[src/hdl/btff_pkg.sv]
// shared types, constants and tag helpers for the boundary tag allocator
package btff_pkg;

    localparam int HEAP_WORDS = 4096;
    localparam int AW         = $clog2(HEAP_WORDS);
    localparam int TAG_W      = 16;
    localparam int WSIZE      = 8;
    localparam int MIN_SPLIT  = 4 * WSIZE;
    localparam int FIRST_SIZE = (HEAP_WORDS - 4) * WSIZE;

    localparam logic [1:0] STATUS_DONE    = 2'd0;
    localparam logic [1:0] STATUS_IGNORED = 2'd1;
    localparam logic [1:0] STATUS_NO_FIT  = 2'd2;

    typedef struct packed {
        logic        func;
        logic [15:0] req_bytes;
        logic [14:0] payload_addr;
    } in_beat_t;

    typedef struct packed {
        logic [14:0] result_addr;
        logic [1:0]  status;
    } out_beat_t;

    typedef enum logic [3:0] {
        ST_CLEAR,
        ST_IDLE,
        ST_DISPATCH,
        ST_A_CHK,
        ST_A_REM_HDR,
        ST_A_REM_FTR,
        ST_A_HDR,
        ST_A_FTR,
        ST_F_HDR_CHK,
        ST_F_FTR_CHK,
        ST_F_PREV,
        ST_F_NEXT,
        ST_F_WR_HDR,
        ST_F_WR_FTR,
        ST_RESP
    } state_t;

    typedef enum logic [2:0] {
        RD_P,
        RD_NX_CUR,
        RD_NXM1_CUR,
        RD_PREV,
        RD_NX_REG
    } rd_sel_t;

    typedef enum logic [2:0] {
        WR_CLR,
        WR_REM_HDR,
        WR_REM_FTR,
        WR_A_HDR,
        WR_A_FTR,
        WR_F_HDR,
        WR_F_FTR
    } wr_sel_t;

    typedef struct packed {
        logic       load_req;
        logic       rd_en;
        rd_sel_t    rd_sel;
        logic       wr_en;
        wr_sel_t    wr_sel;
        logic       clr_inc;
        logic       walk_step;
        logic       cap_tag;
        logic       cap_prev;
        logic       cap_next;
        logic       set_res;
        logic [1:0] res_status;
        logic       res_grant;
        logic       out_load;
    } cmd_t;

    typedef struct packed {
        logic is_free;
        logic ign_req;
        logic clr_last;
        logic a_stop;
        logic a_fit;
        logic a_split;
        logic f_hdr_bad;
        logic f_ftr_bad;
    } sts_t;

    // tag content that the clearing pass writes to a heap word after reset
    function automatic logic [TAG_W-1:0] init_tag(input logic [AW-1:0] w);
        logic [TAG_W-1:0] v;
        v = '0;
        if (w == AW'(0))
            v = TAG_W'(WSIZE + 1);
        else if (w == AW'(1) || w == AW'(2))
            v = TAG_W'(2 * WSIZE + 1);
        else if (w == AW'(3) || w == AW'(HEAP_WORDS - 2))
            v = TAG_W'(FIRST_SIZE);
        else if (w == AW'(HEAP_WORDS - 1))
            v = TAG_W'(1);
        return v;
    endfunction

endpackage

[src/hdl/btff_ctrl.sv]
// state machine sequencing allocate, free and the clearing pass
module btff_ctrl (
    input  logic            clk,
    input  logic            rst_n,
    input  logic            in_valid,
    output logic            in_stall,
    output logic            out_valid,
    input  logic            out_stall,
    input  btff_pkg::sts_t  sts,
    output btff_pkg::cmd_t  cmd
);

    btff_pkg::state_t state_reg;
    btff_pkg::state_t state_next;
    logic             out_valid_reg;
    logic             out_valid_next;
    logic             out_free;

    assign out_free = !out_valid_reg || !out_stall;

    always_comb
    begin
        state_next = state_reg;
        case (state_reg)
            btff_pkg::ST_CLEAR:
                if (sts.clr_last)
                    state_next = btff_pkg::ST_IDLE;
            btff_pkg::ST_IDLE:
                if (in_valid)
                    state_next = btff_pkg::ST_DISPATCH;
            btff_pkg::ST_DISPATCH:
                if (sts.ign_req)
                    state_next = btff_pkg::ST_RESP;
                else if (sts.is_free)
                    state_next = btff_pkg::ST_F_HDR_CHK;
                else
                    state_next = btff_pkg::ST_A_CHK;
            btff_pkg::ST_A_CHK:
                if (sts.a_stop)
                    state_next = btff_pkg::ST_RESP;
                else if (sts.a_fit)
                    state_next = sts.a_split ? btff_pkg::ST_A_REM_HDR : btff_pkg::ST_A_HDR;
            btff_pkg::ST_A_REM_HDR: state_next = btff_pkg::ST_A_REM_FTR;
            btff_pkg::ST_A_REM_FTR: state_next = btff_pkg::ST_A_HDR;
            btff_pkg::ST_A_HDR:     state_next = btff_pkg::ST_A_FTR;
            btff_pkg::ST_A_FTR:     state_next = btff_pkg::ST_RESP;
            btff_pkg::ST_F_HDR_CHK:
                state_next = sts.f_hdr_bad ? btff_pkg::ST_RESP : btff_pkg::ST_F_FTR_CHK;
            btff_pkg::ST_F_FTR_CHK:
                state_next = sts.f_ftr_bad ? btff_pkg::ST_RESP : btff_pkg::ST_F_PREV;
            btff_pkg::ST_F_PREV:    state_next = btff_pkg::ST_F_NEXT;
            btff_pkg::ST_F_NEXT:    state_next = btff_pkg::ST_F_WR_HDR;
            btff_pkg::ST_F_WR_HDR:  state_next = btff_pkg::ST_F_WR_FTR;
            btff_pkg::ST_F_WR_FTR:  state_next = btff_pkg::ST_RESP;
            btff_pkg::ST_RESP:
                if (out_free)
                    state_next = btff_pkg::ST_IDLE;
            default:                state_next = btff_pkg::ST_IDLE;
        endcase
    end

    always_comb
    begin
        cmd            = '0;
        cmd.rd_sel     = btff_pkg::RD_P;
        cmd.wr_sel     = btff_pkg::WR_CLR;
        cmd.res_status = btff_pkg::STATUS_DONE;
        case (state_reg)
            btff_pkg::ST_CLEAR:
            begin
                cmd.wr_en   = 1'b1;
                cmd.clr_inc = 1'b1;
            end
            btff_pkg::ST_IDLE:
                cmd.load_req = in_valid;
            btff_pkg::ST_DISPATCH:
                if (sts.ign_req)
                begin
                    cmd.set_res    = 1'b1;
                    cmd.res_status = btff_pkg::STATUS_IGNORED;
                end
                else
                begin
                    cmd.rd_en = 1'b1;
                end
            btff_pkg::ST_A_CHK:
            begin
                cmd.cap_tag = 1'b1;
                if (sts.a_stop)
                begin
                    cmd.set_res    = 1'b1;
                    cmd.res_status = btff_pkg::STATUS_NO_FIT;
                end
                else if (!sts.a_fit)
                begin
                    cmd.walk_step = 1'b1;
                    cmd.rd_en     = 1'b1;
                    cmd.rd_sel    = btff_pkg::RD_NX_CUR;
                end
            end
            btff_pkg::ST_A_REM_HDR:
            begin
                cmd.wr_en  = 1'b1;
                cmd.wr_sel = btff_pkg::WR_REM_HDR;
            end
            btff_pkg::ST_A_REM_FTR:
            begin
                cmd.wr_en  = 1'b1;
                cmd.wr_sel = btff_pkg::WR_REM_FTR;
            end
            btff_pkg::ST_A_HDR:
            begin
                cmd.wr_en  = 1'b1;
                cmd.wr_sel = btff_pkg::WR_A_HDR;
            end
            btff_pkg::ST_A_FTR:
            begin
                cmd.wr_en     = 1'b1;
                cmd.wr_sel    = btff_pkg::WR_A_FTR;
                cmd.set_res   = 1'b1;
                cmd.res_grant = 1'b1;
            end
            btff_pkg::ST_F_HDR_CHK:
            begin
                cmd.cap_tag = 1'b1;
                if (sts.f_hdr_bad)
                begin
                    cmd.set_res    = 1'b1;
                    cmd.res_status = btff_pkg::STATUS_IGNORED;
                end
                else
                begin
                    cmd.rd_en  = 1'b1;
                    cmd.rd_sel = btff_pkg::RD_NXM1_CUR;
                end
            end
            btff_pkg::ST_F_FTR_CHK:
                if (sts.f_ftr_bad)
                begin
                    cmd.set_res    = 1'b1;
                    cmd.res_status = btff_pkg::STATUS_IGNORED;
                end
                else
                begin
                    cmd.rd_en  = 1'b1;
                    cmd.rd_sel = btff_pkg::RD_PREV;
                end
            btff_pkg::ST_F_PREV:
            begin
                cmd.cap_prev = 1'b1;
                cmd.rd_en    = 1'b1;
                cmd.rd_sel   = btff_pkg::RD_NX_REG;
            end
            btff_pkg::ST_F_NEXT:
                cmd.cap_next = 1'b1;
            btff_pkg::ST_F_WR_HDR:
            begin
                cmd.wr_en  = 1'b1;
                cmd.wr_sel = btff_pkg::WR_F_HDR;
            end
            btff_pkg::ST_F_WR_FTR:
            begin
                cmd.wr_en   = 1'b1;
                cmd.wr_sel  = btff_pkg::WR_F_FTR;
                cmd.set_res = 1'b1;
            end
            btff_pkg::ST_RESP:
                cmd.out_load = out_free;
            default:
                cmd.load_req = 1'b0;
        endcase
    end

    // result stays up until the beat is taken
    always_comb
    begin
        if (cmd.out_load)
            out_valid_next = 1'b1;
        else if (!out_stall)
            out_valid_next = 1'b0;
        else
            out_valid_next = out_valid_reg;
    end

    always_ff @(posedge clk or negedge rst_n)
    begin
        if (!rst_n)
        begin
            state_reg     <= btff_pkg::ST_CLEAR;
            out_valid_reg <= 1'b0;
        end
        else
        begin
            state_reg     <= state_next;
            out_valid_reg <= out_valid_next;
        end
    end

    assign in_stall  = (state_reg != btff_pkg::ST_IDLE);
    assign out_valid = out_valid_reg;

    assert property (@(posedge clk) disable iff (!rst_n)
        cmd.wr_en |-> (state_reg != btff_pkg::ST_IDLE && state_reg != btff_pkg::ST_RESP))
        else $error("tag write outside a write state");

    assert property (@(posedge clk) disable iff (!rst_n)
        cmd.out_load |=> (out_valid && state_reg == btff_pkg::ST_IDLE))
        else $error("result load did not finish the request");

    assert property (@(posedge clk) disable iff (!rst_n)
        (cmd.load_req && state_reg == btff_pkg::ST_IDLE) |=> in_stall)
        else $error("accepted a second request while busy");

endmodule
[config.mk]
export PLATFORM = sky130hd
export DESIGN_NAME = btff_ctrl
export DESIGN_NICKNAME = d
export VERILOG_FILES = /design/src/hdl/btff_pkg.sv /design/src/hdl/btff_ctrl.sv
export SDC_FILE = /design/constraint.sdc
export NUM_CORES = 1
export LEC_CHECK = 0
export ABC_AREA = 1
export CORE_MARGIN = 1
export CORE_UTILIZATION = 30
export CTS_BUF_LIST = sky130_fd_sc_hd__clkbuf_2
export DETAILED_ROUTE_END_ITERATION = 10
export DONT_BUFFER_PORTS = 1
export GPL_ROUTABILITY_DRIVEN = 0
export SYNTH_ARGS = -nofsm -noshare
export SYNTH_HDL_FRONTEND = slang
export SYNTH_SLANG_ARGS = --single-unit
[constraint.sdc]
create_clock -name clk -period 1.1 [get_ports clk]
set_input_delay 0.22 -clock clk [delete_from_list [all_inputs] [get_ports clk]]
set_output_delay 0.22 -clock clk [all_outputs]
set_load 0.01 [all_outputs]
# Word level (Yosys, flattened, before mapping)

Index checks and enable logic that the tools add are counted.

Equal/unequal tests: 20
Muxes and demuxes: 38
Reduce and logical (&&, ||, !) cells: 8

Operators by type and width:

| cell               | count |
|---|---|
| $pmux 4 s14        | 1 |
| $mux 4             | 11 |
| $eq 4x4->1 const B | 7 |
| $mux 3             | 6 |
| $pmux 3 s6         | 1 |
| $eq 4x3->1 const B | 4 |
| $mux 1             | 14 |
| $pmux 3 s4         | 1 |
| $pmux 1 s5         | 2 |
| $eq 4x2->1 const B | 2 |
| $pmux 2 s4         | 1 |
| $reduce_or 7->1    | 1 |
| $ne 2x2->1 const B | 3 |
| $eq 4x1->1 const B | 1 |
| $logic_not 4->1    | 1 |
| $ne 4x1->1 const B | 1 |
| $reduce_and 4->1   | 1 |
| $reduce_or 2->1    | 2 |
| $ne 3x3->1 const B | 1 |
| $logic_not 1->1    | 2 |
| $mux 2             | 1 |
| $ne 2x1->1 const B | 1 |
| $logic_or 1x1->1   | 1 |

Register bits: 5
Input port bits: 12

# Depth between registers and ports, before layout

Gate-level depths: netlist of run 1.

Depth after elaboration: 4
Gate-level depth with buffers: 9
Gate-level depth less buffers: 9

# Worst setup path before layout of run 1

No wires, ideal clock.

Path kind: register to output
Start point: register state_reg[2]
End point: output cmd[4] in the netlist's numbering
Arrival time: 1109 ps
Path slack: -229 ps
Stages on the path, launching flop included: 6
Path buffers: 0
Cell sequence: dfrtp_1 nor2_4 nand2_1 nor2_2 inv_1 nand4_1

RTL lines:

| item                   | RTL line         | source |
|---|---|---|
| start, declared        | btff_ctrl.sv:13  | `btff_pkg::state_t state_reg;` |
| start signal, assigned | btff_ctrl.sv:189 | `state_reg <= btff_pkg::ST_CLEAR;` |
| start signal, assigned | btff_ctrl.sv:194 | `state_reg <= state_next;` |
| end, declared          | btff_ctrl.sv:10  | `output btff_pkg::cmd_t cmd` |

==> results of run 1 <==
[timing repair]
action,in CTS,in global routing
hold buffers,1,0
cloned,1,0
resized for setup,31,25
pin swaps,5,16
endpoints found under the hold margin,5,0
setup buffers,6,9
setup endpoints to repair,24,24
[layout by cell type (no fill, tap or decap), types with 5 or more instances in the layout]
cell     synthesis  routed
buf_6            0       6
nand3_1          8       5
buf_4            1      24
inv_1           22      14
nor2_2           5       8
nor2_1          17       6
inv_2            3       8
nand2_1         39      27
nand2_2          6      14
nor2_4           2      11
[routing by layer]
| layer | share of wire | global-route usage |
|---|---|---|
| met4 | 0.022 | 0.103 |
| met1 | 0.42 | 0.218 |
| met3 | 0.050 | 0.0283 |
| met5 | 0 | 0 |
| met2 | 0.50 | 0.296 |
[stage by stage]
step / std cells / total power, mW
detailed placement: 164 / 2.29
floorplan: 121 / 1.71
global placement: 164 / 2.27
CTS: 176 / 2.97
global route: 183 / 3.72
finish: 183 / 3.45
[final cells by class]
type / count / area (um2)
clock buffers: 4 / 20.0
fillers: 184 / 867
inverters: 26 / 110
multi-input cells: 90 / 583
flip-flops and latches: 5 / 130
well taps: 27 / 33.8
repair buffers: 31 / 258
[cell families after synthesis]
family | after synthesis
compound gates | 6
simple gates | 83
flops | 5
buf+inv | 27
[worst paths after layout]
path / startpoint / to / slack [ns] / cells past startpoint
worst max-delay path: state_reg[1] / cmd[4] / -0.50 / 5
worst min-delay path: out_stall / out_valid / 0.16 / 2
worst max register to register: state_reg[2] / state_reg[0] / -0.32 / 8
worst min register to register: out_valid / out_valid / 0.53 / 2
max in group asynchronous: rst_n / state_reg[0] / 0.62 / 1
min in group asynchronous: rst_n / state_reg[1] / 0.27 / 1
[worst max-delay path: stages (launching register included)]
cell and delay, ns:
dfrtp_2 0.48, inv_2 0.12, nand2_1 0.11, nor3_2 0.22, nor2_4 0.07, nand4_1 0.15
[power breakdown]
part	switching (mW)	internal, mW	total [mW]
clock	0.0833	0.0963	0.180
combinational	1.61	1.16	2.77
sequential	0.213	0.295	0.507
total	1.90	1.55	3.45
==> flow_summary.json, run 1 <==
{
  "track_usage": 0.179,
  "cts.reportedPaths.clkPinSlew_ns": 0.07,
  "nets": 169,
  "yosysTopAreaCell": "nand2_1",
  "final_area_mm2": 0.00113,
  "wl_per_cell_um": 12.6,
  "synth_top_family_by_area": "simple AND/OR/NAND/NOR gates",
  "core_area_mm2": 0.00200,
  "numCtsBuffers": 3,
  "grt_pass1_vias": 754,
  "die_w_um": 48.6,
  "placed_cell_area_um2": 833,
  "p_leak_nw": 0.657,
  "synth_top_area_frac": 0.225,
  "violations": "setup timing",
  "ys_seq_area_frac": 0.192,
  "synth-main-ff-cell": "dfrtp_1",
  "synth-xor-area-share": 0,
  "io_pins": 33,
  "largest_register_ffs": 4,
  "fin_ws_ns": -0.497,
  "drcViolationCount": 0,
  "utilization": 0.567,
  "htreeDepth": 1,
  "cp_max_fo": 6,
  "rows": 16,
  "synth_edf_count": 0,
  "synth_mux_area_frac": 0,
  "arrival_ns": 1.38,
  "clock.fmax_mhz": 626,
  "crit_required_ns": 0.88,
  "drive_above_1_share": 0.603,
  "drv_slew": 0,
  "yosys.area_share.simple": 0.592,
  "maxCapViolCount": 0,
  "worst_pin_slew_ns": 0.245,
  "syn_inst": 121,
  "p_per_area_mw_per_mm2": 3040,
  "hold_violations": 0,
  "grt_max_degree": 8,
  "setup_tns_ns": -8.86,
  "hpwl_um": 1470,
  "vdd_ir_drop_max_uv": 1350,
  "hp-class": "input port to flip-flop",
  "cts.path.max_buffers": 2,
  "via_per_inst": 4.81,
  "firstDrtPassIters": 5,
  "cts-root-buf": "clkbuf_2",
  "diodes": 0,
  "die_area_mm2": 0.00236,
  "critPathCaptureType": "output port",
  "synth-adder-area-share": 0,
  "skew_ns": 0.0107,
  "synth_compound_area_frac": 0.0519,
  "status": "finished with violations",
  "numPortBuffers": 0,
  "slew_headroom": 0.836,
  "antenna_found_initial": 0,
  "worst_hold_slack_ns": 0.161,
  "initial_utilization": 0.325,
  "grt_pass1_wl_um": 3230,
  "die_h_um": 48.6,
  "clk_latency_ns": 0.23,
  "synthArstFlopShare": 1.00,
  "yosysMostFrequentCell": "nand2_1",
  "grt_setup_unrepaired": "yes",
  "synthToLayoutAreaGrowth_pct": 74.4,
  "drt-initial-drc-count": 28,
  "synth.cell_area_um2": 651,
  "setup.worst_path.class": "flip-flop to output port",
  "period_share": 1.45,
  "min_period_ns": 1.60,
  "tritoncts": "yes",
  "grt_overflow": 0,
  "cts.sinks": 5,
  "synthTopCellsByArea": "nand2_1, dfrtp_1, inv_1, nor2_1, nand3_1",
  "avgSynthCellArea_um2": 5.38,
  "final_antenna_net_count": 0,
  "startpoint_type": "flip-flop",
  "synth_cell_type_count": 17,
  "synth-seq-cells": 5,
  "setup_violations": 24,
  "syn-num-nets": 133,
  "dpl_worst_slack_ns": -0.263,
  "ys_top_cells_by_count": "nand2_1, inv_1, nor2_1, nand3_1, nand2_2",
  "synth_warnings": 0,
  "finalWirelength_um": 2310,
  "via_count": 881
}
No activity file was read; power rests on OpenSTA's default activity.
==> run 2: changes to the inputs <==
==> constraint.sdc (replaced) <==
create_clock -name clk -period 1.1 [get_ports clk]
set_input_delay 0.055 -clock clk [delete_from_list [all_inputs] [get_ports clk]]
set_output_delay 0.055 -clock clk [all_outputs]
set_load 0.01 [all_outputs]
==> run 2 against run 1 <==
  * The run still ends with setup timing left
  * Die area did not move
  * Utilization rose by 0.94 points
  * First-iteration DRC count down 25%
  * Maximum frequency rose by 13%
  * Register-to-register slack improved by 0.06 ns
  * Clock skew decreased by 0.0091 ns
  * Combinational power is 3% lower
  * Sequential power is 4.9% higher
  * Sequential share of layout area fell by 0.19 points
  * Non-clock buffer count grew 2
  * Routed wire length decreased by 8.9%
  * Critical endpoint unchanged
  * Largest power group unchanged
==> flow_summary.json, run 2 (synthesized netlist as in run 1, its figures left out) <==
{
  "status": "finished with violations",
  "violations": "setup timing",
  "dpl_worst_slack_ns": -0.175,
  "via_per_inst": 4.58,
  "via_count": 843,
  "numPortBuffers": 0,
  "cts.path.max_buffers": 2,
  "cts-root-buf": "clkbuf_2",
  "p_per_area_mw_per_mm2": 2940,
  "setup.worst_path.class": "flip-flop to output port",
  "min_period_ns": 1.41,
  "cp_max_fo": 6,
  "skew_ns": 0.00164,
  "cp_cell_sequence": "inv_2 > nor2_4 > nand2_4 > buf_4 > nand4_1",
  "antenna_found_initial": 0,
  "nets": 170,
  "grt_overflow": 0,
  "slew_headroom": 0.841,
  "final_antenna_net_count": 0,
  "finalWirelength_um": 2100,
  "hp-class": "input port to flip-flop",
  "drt-initial-drc-count": 21,
  "grt_pass1_wl_um": 3400,
  "fin_ws_ns": -0.309,
  "critPathCaptureType": "output port",
  "hpwl_um": 1470,
  "maxCapViolCount": 0,
  "drv_slew": 0,
  "hold_violations": 0,
  "cts.reportedPaths.clkPinSlew_ns": 0.06,
  "drive_above_1_share": 0.580,
  "clk_latency_ns": 0.21,
  "track_usage": 0.182,
  "grt_max_degree": 7,
  "io_pins": 33,
  "cts.sinks": 5,
  "max_stage_delay_ns": 0.48,
  "layout_commonest_cell": "nand2_1",
  "crit_required_ns": 1.04,
  "arrival_ns": 1.35,
  "setup_tns_ns": -5.09,
  "tritoncts": "yes",
  "largest_register_ffs": 4,
  "worst-path-buf-inv": 2,
  "synthToLayoutAreaGrowth_pct": 77.3,
  "worst_pin_slew_ns": 0.239,
  "finalPower_mw": 3.39,
  "final_area_mm2": 0.00115,
  "vdd_ir_drop_max_uv": 1340,
  "drcViolationCount": 0,
  "firstDrtPassIters": 4,
  "die_w_um": 48.6,
  "rows": 16,
  "place_inst": 164,
  "mostFrequentLayoutCells": "nand2_1, buf_4, nand2_2, inv_1, nor2_4",
  "cpLargestDelayFamily": "flip-flops",
  "period_share": 1.28,
  "diodes": 0,
  "clock.fmax_mhz": 710,
  "placed_cell_area_um2": 848,
  "stdcell_count": 184,
  "initial_utilization": 0.325,
  "numCtsBuffers": 3,
  "die_area_mm2": 0.00236,
  "startpoint_type": "flip-flop",
  "setup_violations": 24,
  "n_fill_cell": 194,
  "htreeDepth": 1,
  "die_h_um": 48.6,
  "core_area_mm2": 0.00200,
  "grt_setup_unrepaired": "yes",
  "wl_per_cell_um": 11.4,
  "p_leak_nw": 0.675,
  "cpMaxStageDelayCell": "dfrtp_2",
  "grt_pass1_vias": 759
}
==> run 2: cell count changes in the layout (fill, tap and decap cells not counted), moves of 2 or more <==
cell / change
nor2_2: -6
buf_6: +5
buf_4: -4
nor2_1: +4
nand3_2: +2
==> run 2: per-stage QoR <==
stage | hold WS, ns | utilization
4_1_cts | 0.0308 | 0.498
6_report | 0.0419 | 0.576
3_5_place_dp | -0.241 | 0.424
3_3_place_gp | -0.241 | 0.424
2_1_floorplan | -0.241 | -
5_1_grt | 0.0489 | 0.576
==> run 2: layer usage <==
layer | vias to the layer above | track usage | wire [um]
li1 | 439 | - | -
met1 | 370 | 0.240 | 922
met2 | 32 | 0.312 | 1050
met3 | 2 | 0.0314 | 103
met4 | 0 | 0.0294 | 21
met5 | - | 0 | 0
==> run 2: area by class of cell <==
type	instances	area, um2	share of cell area
multi-input combinational	89	569	0.493
timing repair buffer	33	294	0.255
sequential	5	130	0.113
inverter	26	106	0.0922
tap	27	33.8	0.0293
clock buffer	4	20.0	0.0174
==> run 2: worst paths after layout <==
path                                    from      endpoint  slack, ns  depth (start not counted)
worst max-delay path            state_reg[0]        cmd[4]      -0.31                          5
worst min-delay path                  sts[6]  state_reg[3]       0.04                          2
worst max register to register  state_reg[0]  state_reg[1]      -0.26                          9
worst min register to register     out_valid     out_valid       0.50                          2
max in group asynchronous              rst_n  state_reg[2]       0.76                          1
min in group asynchronous              rst_n     out_valid       0.13                          1
==> run 2: worst reg2reg max path: cells and delay by family (launching register included) <==
family | cells | cell delay [ns]
simple gates | 7 | 0.60
flops | 1 | 0.48
buf+inv | 2 | 0.22
==> run 2: power by group <==
group	internal [mW]	switching, mW
Combinational	1.20	1.49
Sequential	0.294	0.238
Clock	0.0964	0.0722
==> run 2: timing repair <==
item / in CTS / in global routing
buffers inserted: 5 / 9
endpoints found under the hold margin: 6 / 0
gates resized for setup: 26 / 28
hold buffers: 2 / 0
pin swaps: 7 / 17
endpoints found under the setup margin: 24 / 24
